==> config.mk <==
export PLATFORM = sky130hd
export DESIGN_NAME = bmhq_ctrl
export DESIGN_NICKNAME = d
export VERILOG_FILES = /design/src/sv/assert_macros.svh /design/src/sv/bmhq_pkg.sv /design/src/sv/bmhq_ctrl.sv
export SDC_FILE = /design/constraint.sdc
export NUM_CORES = 1
export LEC_CHECK = 0
export BUFFER_PORTS_ARGS = -buffer_cell sky130_fd_sc_hd__buf_2
export CAP_MARGIN = 0
export CORE_AREA = 2 2 42 44
export DETAILED_ROUTE_END_ITERATION = 16
export DIE_AREA = 0 0 44 46
export PLACE_DENSITY = 0.68
export REMOVE_ABC_BUFFERS = 1
export SKIP_CTS_REPAIR_TIMING = 1
export SLEW_MARGIN = 40
export SYNTH_ARGS = -nofsm -noshare
export SYNTH_HDL_FRONTEND = slang
export SYNTH_SLANG_ARGS = --single-unit
export TNS_END_PERCENT = 30
==> constraint.sdc <==
create_clock -name clk -period 2.8 [get_ports clk]
set_clock_uncertainty 0.2 [all_clocks]
set_input_delay 0.14 -clock clk [delete_from_list [all_inputs] [get_ports clk]]
set_output_delay 0.14 -clock clk [all_outputs]
set_load 0.02 [all_outputs]
==> src/sv/assert_macros.svh <==
// Assertion macros shared by the RTL that checks itself.
`ifndef ASSERT_MACROS_SVH
`define ASSERT_MACROS_SVH

// Implication checked on every rising clock edge outside of reset.
`define ASSERT_CLK(label, prop, msg) \
  label: assert property (@(posedge clk) disable iff (!rst_n) prop) else $error(msg);

// Condition that must hold on every rising clock edge outside of reset.
`define ASSERT_ALWAYS(label, expr, msg) \
  label: assert property (@(posedge clk) disable iff (!rst_n) (expr)) else $error(msg);

`endif

==> src/sv/bmhq_pkg.sv <==
`timescale 1ns / 1ps
`default_nettype none

package bmhq_pkg;

  localparam int DEPTH        = 128;
  localparam int KEY_BITS     = 16;
  localparam int PAYLOAD_BITS = 32;

  localparam int IDX_W = $clog2(DEPTH);
  localparam int CNT_W = $clog2(DEPTH + 1);
  // Child indexes reach 2 * (DEPTH - 1) + 2.
  localparam int CHD_W = IDX_W + 2;
  localparam int ENT_W = KEY_BITS + PAYLOAD_BITS;

  // Operation codes of the kind field.
  localparam logic [2:0] KIND_INSERT  = 3'd0;
  localparam logic [2:0] KIND_EXTRACT = 3'd1;
  localparam logic [2:0] KIND_PEEK    = 3'd2;
  localparam logic [2:0] KIND_CLEAR   = 3'd3;
  localparam logic [2:0] KIND_LOAD    = 3'd4;
  localparam logic [2:0] KIND_HEAPIFY = 3'd5;

  typedef struct packed {
    logic [2:0]              kind;
    logic [KEY_BITS-1:0]     key;
    logic [PAYLOAD_BITS-1:0] payload;
  } bmhq_in_t;

  typedef struct packed {
    logic                    ok;
    logic [KEY_BITS-1:0]     out_key;
    logic [PAYLOAD_BITS-1:0] out_payload;
    logic [CNT_W-1:0]        count;
    logic                    empty_res;
  } bmhq_out_t;

  typedef struct packed {
    logic [KEY_BITS-1:0]     key;
    logic [PAYLOAD_BITS-1:0] payload;
  } bmhq_entry_t;

  // Commands from the controller to the datapath.
  typedef struct packed {
    logic cap;          // take the input beat, clear the result
    logic pos_from_cnt; // hole position at the tail
    logic rd_up;        // read the parent of the hole
    logic up_move;      // parent moves down into the hole
    logic wr_cur;       // moving entry settles at the hole
    logic cnt_inc;
    logic cnt_clr;
    logic rd_ex;        // read root and last entry
    logic ex_take;      // root to result, last entry becomes the mover
    logic rd_dn;        // read both children of the hole
    logic dn_move;      // larger child moves up into the hole
    logic i_init;       // heap build starts at count / 2
    logic hp_rd;        // step to the next build node and read it
    logic hp_take;      // that node becomes the mover
    logic rd_root;
    logic pk_take;      // root to result
    logic set_ok;
    logic out_load;     // result into the output register
  } bmhq_cmd_t;

  // Status from the datapath to the controller.
  typedef struct packed {
    logic full;
    logic empty;
    logic pos_zero;
    logic up_swap;
    logic leaf;
    logic dn_stay;
    logic i_zero;
  } bmhq_stat_t;

endpackage

`default_nettype wire

==> src/sv/bmhq_ctrl.sv <==
`timescale 1ns / 1ps
`default_nettype none

module bmhq_ctrl (
  input  wire logic                 clk,
  input  wire logic                 rst_n,
  input  wire logic                 in_valid,
  input  wire logic [2:0]           in_kind,
  input  wire logic                 out_stall,
  input  wire bmhq_pkg::bmhq_stat_t stat,
  output logic                      in_stall,
  output logic                      out_valid,
  output bmhq_pkg::bmhq_cmd_t       cmd
);
  import bmhq_pkg::*;

  typedef enum logic [3:0] {
    S_IDLE, S_LOAD, S_UP_CHK, S_UP_CMP, S_EX_RD, S_EX_GET, S_DN_CHK, S_DN_CMP,
    S_HP_NEXT, S_HP_GET, S_PK_RD, S_PK_GET, S_FIN
  } state_t;

  state_t state_r, state_nxt;
  logic   out_valid_r, out_valid_nxt;
  logic   hp_r, hp_nxt;
  state_t after_dn;

  // Sift-down returns to the heap build loop or finishes.
  assign after_dn = hp_r ? S_HP_NEXT : S_FIN;

  always_comb begin
    state_nxt     = state_r;
    hp_nxt        = hp_r;
    out_valid_nxt = out_valid_r && out_stall;
    cmd           = '0;
    case (state_r)
      S_IDLE: begin
        if (in_valid) begin
          cmd.cap   = 1'b1;
          hp_nxt    = 1'b0;
          state_nxt = S_FIN;
          case (in_kind)
            KIND_INSERT: begin
              if (!stat.full) begin
                cmd.pos_from_cnt = 1'b1;
                state_nxt        = S_UP_CHK;
              end
            end
            KIND_LOAD: begin
              if (!stat.full) begin
                cmd.pos_from_cnt = 1'b1;
                state_nxt        = S_LOAD;
              end
            end
            KIND_EXTRACT: begin
              if (!stat.empty) begin
                state_nxt = S_EX_RD;
              end
            end
            KIND_PEEK: begin
              if (!stat.empty) begin
                state_nxt = S_PK_RD;
              end
            end
            KIND_CLEAR: begin
              cmd.cnt_clr = 1'b1;
              cmd.set_ok  = 1'b1;
            end
            KIND_HEAPIFY: begin
              cmd.i_init = 1'b1;
              cmd.set_ok = 1'b1;
              hp_nxt     = 1'b1;
              state_nxt  = S_HP_NEXT;
            end
            default: begin
              state_nxt = S_FIN;
            end
          endcase
        end
      end
      S_LOAD: begin
        cmd.wr_cur  = 1'b1;
        cmd.cnt_inc = 1'b1;
        cmd.set_ok  = 1'b1;
        state_nxt   = S_FIN;
      end
      S_UP_CHK: begin
        if (stat.pos_zero) begin
          cmd.wr_cur  = 1'b1;
          cmd.cnt_inc = 1'b1;
          cmd.set_ok  = 1'b1;
          state_nxt   = S_FIN;
        end else begin
          cmd.rd_up = 1'b1;
          state_nxt = S_UP_CMP;
        end
      end
      S_UP_CMP: begin
        if (stat.up_swap) begin
          cmd.up_move = 1'b1;
          state_nxt   = S_UP_CHK;
        end else begin
          cmd.wr_cur  = 1'b1;
          cmd.cnt_inc = 1'b1;
          cmd.set_ok  = 1'b1;
          state_nxt   = S_FIN;
        end
      end
      S_EX_RD: begin
        cmd.rd_ex = 1'b1;
        state_nxt = S_EX_GET;
      end
      S_EX_GET: begin
        cmd.ex_take = 1'b1;
        state_nxt   = S_DN_CHK;
      end
      S_DN_CHK: begin
        if (stat.leaf) begin
          cmd.wr_cur = 1'b1;
          state_nxt  = after_dn;
        end else begin
          cmd.rd_dn = 1'b1;
          state_nxt = S_DN_CMP;
        end
      end
      S_DN_CMP: begin
        if (stat.dn_stay) begin
          cmd.wr_cur = 1'b1;
          state_nxt  = after_dn;
        end else begin
          cmd.dn_move = 1'b1;
          state_nxt   = S_DN_CHK;
        end
      end
      S_HP_NEXT: begin
        if (stat.i_zero) begin
          state_nxt = S_FIN;
        end else begin
          cmd.hp_rd = 1'b1;
          state_nxt = S_HP_GET;
        end
      end
      S_HP_GET: begin
        cmd.hp_take = 1'b1;
        state_nxt   = S_DN_CHK;
      end
      S_PK_RD: begin
        cmd.rd_root = 1'b1;
        state_nxt   = S_PK_GET;
      end
      S_PK_GET: begin
        cmd.pk_take = 1'b1;
        state_nxt   = S_FIN;
      end
      S_FIN: begin
        // Hand the result over once the output register is free.
        if (!out_valid_r || !out_stall) begin
          cmd.out_load  = 1'b1;
          out_valid_nxt = 1'b1;
          state_nxt     = S_IDLE;
        end
      end
      default: begin
        state_nxt = S_IDLE;
      end
    endcase
  end

  always_ff @(posedge clk) begin
    if (!rst_n) begin
      state_r     <= S_IDLE;
      out_valid_r <= 1'b0;
      hp_r        <= 1'b0;
    end else begin
      state_r     <= state_nxt;
      out_valid_r <= out_valid_nxt;
      hp_r        <= hp_nxt;
    end
  end

  assign in_stall  = (state_r != S_IDLE);
  assign out_valid = out_valid_r;

endmodule

`default_nettype wire

==> results of run 1 <==
path summary, 6_finish.rpt:
kind / slack [ns] / end
worst min-delay path: -0.03 / out_valid$_SDFF_PN0_
worst max-delay path: 0.77 / cmd[1]
worst min register to register: 0.30 / out_valid$_SDFF_PN0_
worst max register to register: 0.79 / state_r[2]$_SDFFE_PN0P_
layer usage:
layer | vias to the layer above | GRT usage [%] | share of wire, %
li1 | 402 | - | -
met1 | 341 | 21.5 | 44
met2 | 34 | 28.8 | 47
met3 | 4 | 1.98 | 7.4
met4 | 0 | 7.88 | 1.7
met5 | - | 0 | 0
final cells by class:
cell class              count  area (um2)  share of cell area (%)
repair buffers             34         175                    21.9
multi-input cells          75         439                    54.8
clock buffers               3        22.5                    2.81
well taps                  17        21.3                    2.66
flip-flops and latches      6         120                    15.0
inverters                   6        22.5                    2.81
worst reg2reg max path, cell delays in order (launching register included):
cell and delay [ns]:
dfxtp_1 0.46, nor4_4 0.42, inv_2 0.09, a2111oi_0 0.49, nor4_1 0.12, o21ai_0 0.15
metrics by stage:
step	power (mW)	cells	area [um2]	util, %	setup WS, ns
after floorplan	0.501	87	582	-	0.919
after detailed placement	0.640	137	768	47.6	0.933
after global routing	0.791	141	801	49.6	0.620
after global placement	0.635	137	768	47.6	0.959
after CTS	0.734	140	791	49.0	0.766
final	0.736	141	801	49.6	0.767
synth_stat cells, drive strengths merged (2+ instances only):
master / count / area [um2]
o311ai: 2 / 17.5
dfxtp: 6 / 120
mux2: 2 / 22.5
nor2b: 4 / 25.0
o21ai: 4 / 20.0
nor3: 4 / 20.0
nand2: 11 / 41.3
nor2: 12 / 45.0
clkbuf: 4 / 15.0
a21oi: 8 / 40.0
nand2b: 5 / 31.3
inv: 6 / 22.5
nor4: 5 / 46.3
nand3: 4 / 20.0
sequential cells by signal, summed over array words and instances (netlist names):
register and cells:
hp_r 1, out_valid 1, state_r 4
cells by family (layout without fill, tap and decap cells):
logic type                after synthesis  after routing
AOI/OAI and AO/OA                      23             23
buffers and inverters                  11             43
and+or+nand+nor                        49             49
DFF                                     6              6
muxes                                   2              2
xor gates and xnor gates                1              1
where the power goes:
part           switching (mW)  leakage (nW)  internal [mW]
logic                   0.275         0.322          0.175
registers              0.0889        0.0491          0.111
clock network          0.0373        0.0138         0.0489
total                   0.401         0.385          0.335
==> results.py, run 1 <==
metrics = {
    "routing": {
        "viasPerCell": 5.54,
        "wirelength_um": 1810,
        "antenna_left": 0,
        "vias": 781,
        "drt-initial-drc-count": 15,
        "remaining_drc_errors": 0,
        "dr.pass1.iters": 4,
        "wl_per_cell_um": 12.8,
    },
    "layout": {
        "area_delta_synth_final_pct": 33.1,
        "layout_commonest_cell": "buf_2",
        "final_cell_mix": "buf_2 (33), nor2_1 (12), nand2_1 (11)",
        "drive_gt1_share_pct": 33.1,
        "fin_nets": 140,
        "fillers": 177,
        "antenna_cells": 0,
    },
    "sta": {
        "hold_viol": 1,
        "worstMarginPinSlew_ns": 0.522,
        "hold_ws_ns": -0.0343,
        "period_needed_ns": 2.03,
        "fin_crit_sh_pct": 72.6,
        "rsz0062_at_grt": "no",
        "setup_tns_ns": 0,
        "slew_violations": 0,
        "max_freq_ghz": 0.492,
        "maxSlewHeadroom_pct": 64.3,
        "finalSetupViolCount": 0,
    },
    "clock_tree": {
        "clock_latency_ns": 0.26,
        "cts.clk_slew.worst_paths_ns": 0.05,
        "cts.sinks": 6,
        "cts_max_level": 1,
        "clock_path_buffers": 2,
        "cts_tree": "yes",
        "root_buffer": "clkbuf_4",
        "numCtsBuffers": 3,
    },
    "logic_synthesis": {
        "yosysSeqAreaShare_pct": 20.0,
        "avgSynthCellArea_um2": 6.54,
        "synth_xor_area_share_pct": 1.46,
        "synth-adder-area-share_pct": 0,
        "synth-edff-count": 0,
        "syn-cell-area_um2": 602,
        "yosysWarningCount": 0,
        "synth.distinct_cells": 31,
        "synth_top_family_by_area": "simple AND/OR/NAND/NOR gates",
        "netlist_instances": 92,
        "ys_async_sr_fraction_pct": 0,
        "synth_compound_area_share_pct": 24.7,
        "synth_ff_type": "dfxtp_1",
        "synthSimpleGateAreaFrac_pct": 43.0,
        "synthMuxAreaShare_pct": 3.74,
        "ys_ff_latch": 6,
    },
    "die": {
        "core-area_mm2": 0.00161,
        "start_util_pct": 37.3,
        "num_io_pins": 34,
        "row_count": 15,
        "die_area_mm2": 0.00202,
        "dieHeight_um": 46,
        "die_w_um": 44,
    },
    "grt": {
        "grt_overflow": 0,
        "grtUsageTotal_pct": 17.0,
        "antenna_found_initial": 0,
        "grt_pass1_vias": 650,
        "grt_max_degree": 17,
        "grt_pass1_wl_um": 2570,
    },
    "critical_path": {
        "cp_top_family": "flip-flops",
        "cp_num_buf_inv": 1,
        "path_class": "reg -> out",
        "critPathArrivalTime_ns": 1.69,
        "path_max_fanout": 16,
        "cp_cell_sequence": "nor2b_1 > a22o_1 > nand2_1 > o21ai_0 > buf_2",
        "reg2reg_depth": 5,
        "cp.depth": 5,
        "cpPeakStageDelay_ns": 0.64,
        "crit_required_ns": 2.46,
        "crit_slowest_cell": "dfxtp_1",
        "start_kind": "register",
        "worstSetupStartpoint": "state_r[1]$_SDFFE_PN0P_",
        "worstReg2RegStart": "state_r[0]$_SDFFE_PN0P_",
        "cp-end-kind": "output port",
    },
    "place": {
        "post-dp-hpwl_um": 1330,
        "portBuffers": 33,
        "place_congestion": 0.798,
    },
    "power_and_ir_drop": {
        "vdd_drop_max_mv": 0.359,
        "power_density_mw_per_mm2": 919,
        "power_leakage_nw": 0.385,
    },
    "outcome": {
        "violations": "hold timing",
        "outcome": "complete, but fails checks",
    },
    "job": {
        "maxCapViolCount": 0,
    },
    "worst_hold_path": {
        "hp-class": "in -> reg",
        "worstHoldStart": "out_stall",
        "holdPathStages": 3,
    },
}
Note: power is estimated with default switching activity, not from simulation.
==> run 2: changes to the inputs <==
- CORE_AREA: 2 2 42 44 -> 2 2 43 45
- DIE_AREA: 0 0 44 46 -> 0 0 45 47
- clock period: 2.8 -> 1.75 ns (I/O delays scaled with it)
==> run 2 against run 1 <==
Compared with the run above: the run ends with setup timing left; total power up 120%; non-clock buffer count increased by 15; sequential share of layout area fell by 3.1 points; global-route usage increased by 1.9 points; cell area rose by 30%; sequential power rose by 20%; register-to-register slack worse by 0.85 ns; hold slack better by 0.064 ns; clock power grew 51%; critical endpoint is now state_r[1]$_SDFFE_PN0P_; highest routed layer is now met3.
==> results.py, run 2 (synthesized netlist as in run 1, its figures left out) <==
metrics = {
    "worst_hold_path": {
        "hp-class": "in -> reg",
        "holdPathStages": 4,
        "worstHoldStart": "in_valid",
        "hold_end": "hp_r$_SDFFE_PN0P_",
    },
    "sta": {
        "period_needed_ns": 1.81,
        "hold_ws_ns": 0.0298,
        "fin_crit_sh_pct": 104,
        "rsz0062_at_grt": "yes",
        "hold_viol": 0,
        "max_freq_ghz": 0.552,
        "maxSlewHeadroom_pct": 69.4,
        "worstMarginPinSlew_ns": 0.453,
        "finalSetupViolCount": 5,
        "setup_ws_ns": -0.0628,
        "setup_tns_ns": -0.204,
        "slew_violations": 0,
    },
    "critical_path": {
        "reg2reg_slack_ns": -0.06,
        "cp-end-kind": "register",
        "crit_required_ns": 1.71,
        "critPathArrivalTime_ns": 1.77,
        "start_kind": "register",
        "worst_r2r_endpoint": "state_r[1]$_SDFFE_PN0P_",
        "worstReg2RegStart": "state_r[1]$_SDFFE_PN0P_",
        "path_class": "reg -> reg",
        "path_max_fanout": 3,
        "reg2reg_depth": 5,
    },
    "layout": {
        "fillers": 161,
        "final_cell_mix": "buf_2 (26), buf_4 (15), nor2_1 (11)",
        "layout_commonest_cell": "buf_2",
        "fin_nets": 155,
        "largest_register_ffs": 4,
        "antenna_cells": 0,
        "area_delta_synth_final_pct": 73.2,
        "regMostFlops": "state_r",
        "drive_gt1_share_pct": 50.4,
    },
    "routing": {
        "wl_per_cell_um": 13.5,
        "remaining_drc_errors": 0,
        "wirelength_um": 2110,
        "antenna_left": 0,
        "viasPerCell": 5.46,
        "dr.pass1.iters": 4,
        "vias": 852,
        "drt-initial-drc-count": 10,
    },
    "clock_tree": {
        "cts.clk_slew.worst_paths_ns": 0.05,
        "cts_max_level": 1,
        "cts.sinks": 6,
        "clock_latency_ns": 0.24,
        "numCtsBuffers": 3,
        "cts_tree": "yes",
        "clock_path_buffers": 2,
        "root_buffer": "clkbuf_4",
    },
    "die": {
        "start_util_pct": 36.4,
        "core-area_mm2": 0.00165,
        "num_io_pins": 34,
        "dieHeight_um": 47,
        "die_w_um": 45,
        "row_count": 15,
        "die_area_mm2": 0.00212,
    },
    "place": {
        "portBuffers": 33,
        "post-dp-hpwl_um": 1510,
        "place_congestion": 0.858,
    },
    "power_and_ir_drop": {
        "vdd_drop_max_mv": 0.964,
        "power_mw": 1.59,
        "power_leakage_nw": 0.479,
        "power_density_mw_per_mm2": 1530,
    },
    "grt": {
        "grt_max_degree": 14,
        "antenna_found_initial": 0,
        "grt_pass1_wl_um": 2970,
        "grt_pass1_vias": 667,
        "grt_overflow": 0,
        "grtUsageTotal_pct": 18.9,
    },
    "job": {
        "maxCapViolCount": 0,
    },
    "outcome": {
        "violations": "setup timing",
        "outcome": "complete, but fails checks",
    },
}
## run 2: cell types whose count changed in the layout (fill, tap and decap cells not counted), moves of 2 or more
| cell | delta |
|---|---|
| nand2_1 | -4 |
| buf_4 | +15 |
| buf_6 | +5 |
| dfxtp_2 | +3 |
| buf_2 | -7 |
| nand2_2 | +4 |
| dfxtp_1 | -3 |
| nand3_1 | -2 |
## run 2: worst max-delay path by stage
stage | startpoint | to | slack [ns] | cells past startpoint
6_report | state_r[1]$_SDFFE_PN0P_ | state_r[1]$_SDFFE_PN0P_ | -0.06 | 5
5_1_grt | state_r[1]$_SDFFE_PN0P_ | state_r[1]$_SDFFE_PN0P_ | -0.15 | 5
4_1_cts | state_r[1]$_SDFFE_PN0P_ | cmd[1] | -0.17 | 7
3_5_place_dp | state_r[0]$_SDFFE_PN0P_ | state_r[2]$_SDFFE_PN0P_ | -0.03 | 6
3_3_place_gp | state_r[0]$_SDFFE_PN0P_ | state_r[2]$_SDFFE_PN0P_ | -0.04 | 6
2_1_floorplan | state_r[0]$_SDFFE_PN0P_ | cmd[16] | -0.08 | 3
## run 2: stage by stage
stage,cells,util [%],setup WS [ns],instance area [um2]
after floorplan,87,-,-0.0783,582
after global placement,146,50.6,-0.0358,836
after detailed placement,146,50.6,-0.0329,836
after CTS,149,52.0,-0.172,858
after global routing,156,63.1,-0.150,1040
final,156,63.1,-0.0628,1040
## run 2: final cells by class
type	instances	area (um2)	area share, %
inverters	6	22.5	2.16
clock buffers	3	22.5	2.16
multi-input cells	75	518	49.7
flip-flops and latches	6	124	11.9
repair buffers	49	334	32.1
well taps	17	21.3	2.04
## run 2: where the power goes
part           switching, mW  internal (mW)  leakage [nW]
Combinational          0.662          0.560         0.415
Clock                 0.0526         0.0778        0.0138
Sequential            0.0578          0.184        0.0503
Total                  0.773          0.821         0.479
## run 2: metal layers
| layer | track usage [%] | wire length [um] |
|---|---|---|
| met1 | 24.1 | 920 |
| met2 | 33.1 | 1060 |
| met3 | 2.69 | 128 |
| met4 | 5.29 | 0 |
| met5 | 0 | 0 |
## run 2: critical path, cell delays in order, from the launching register on
cell	delay, ns
dfxtp_2	0.33
nor4_4	0.31
inv_2	0.09
buf_6	0.13
or4_1	0.49
a31oi_1	0.17
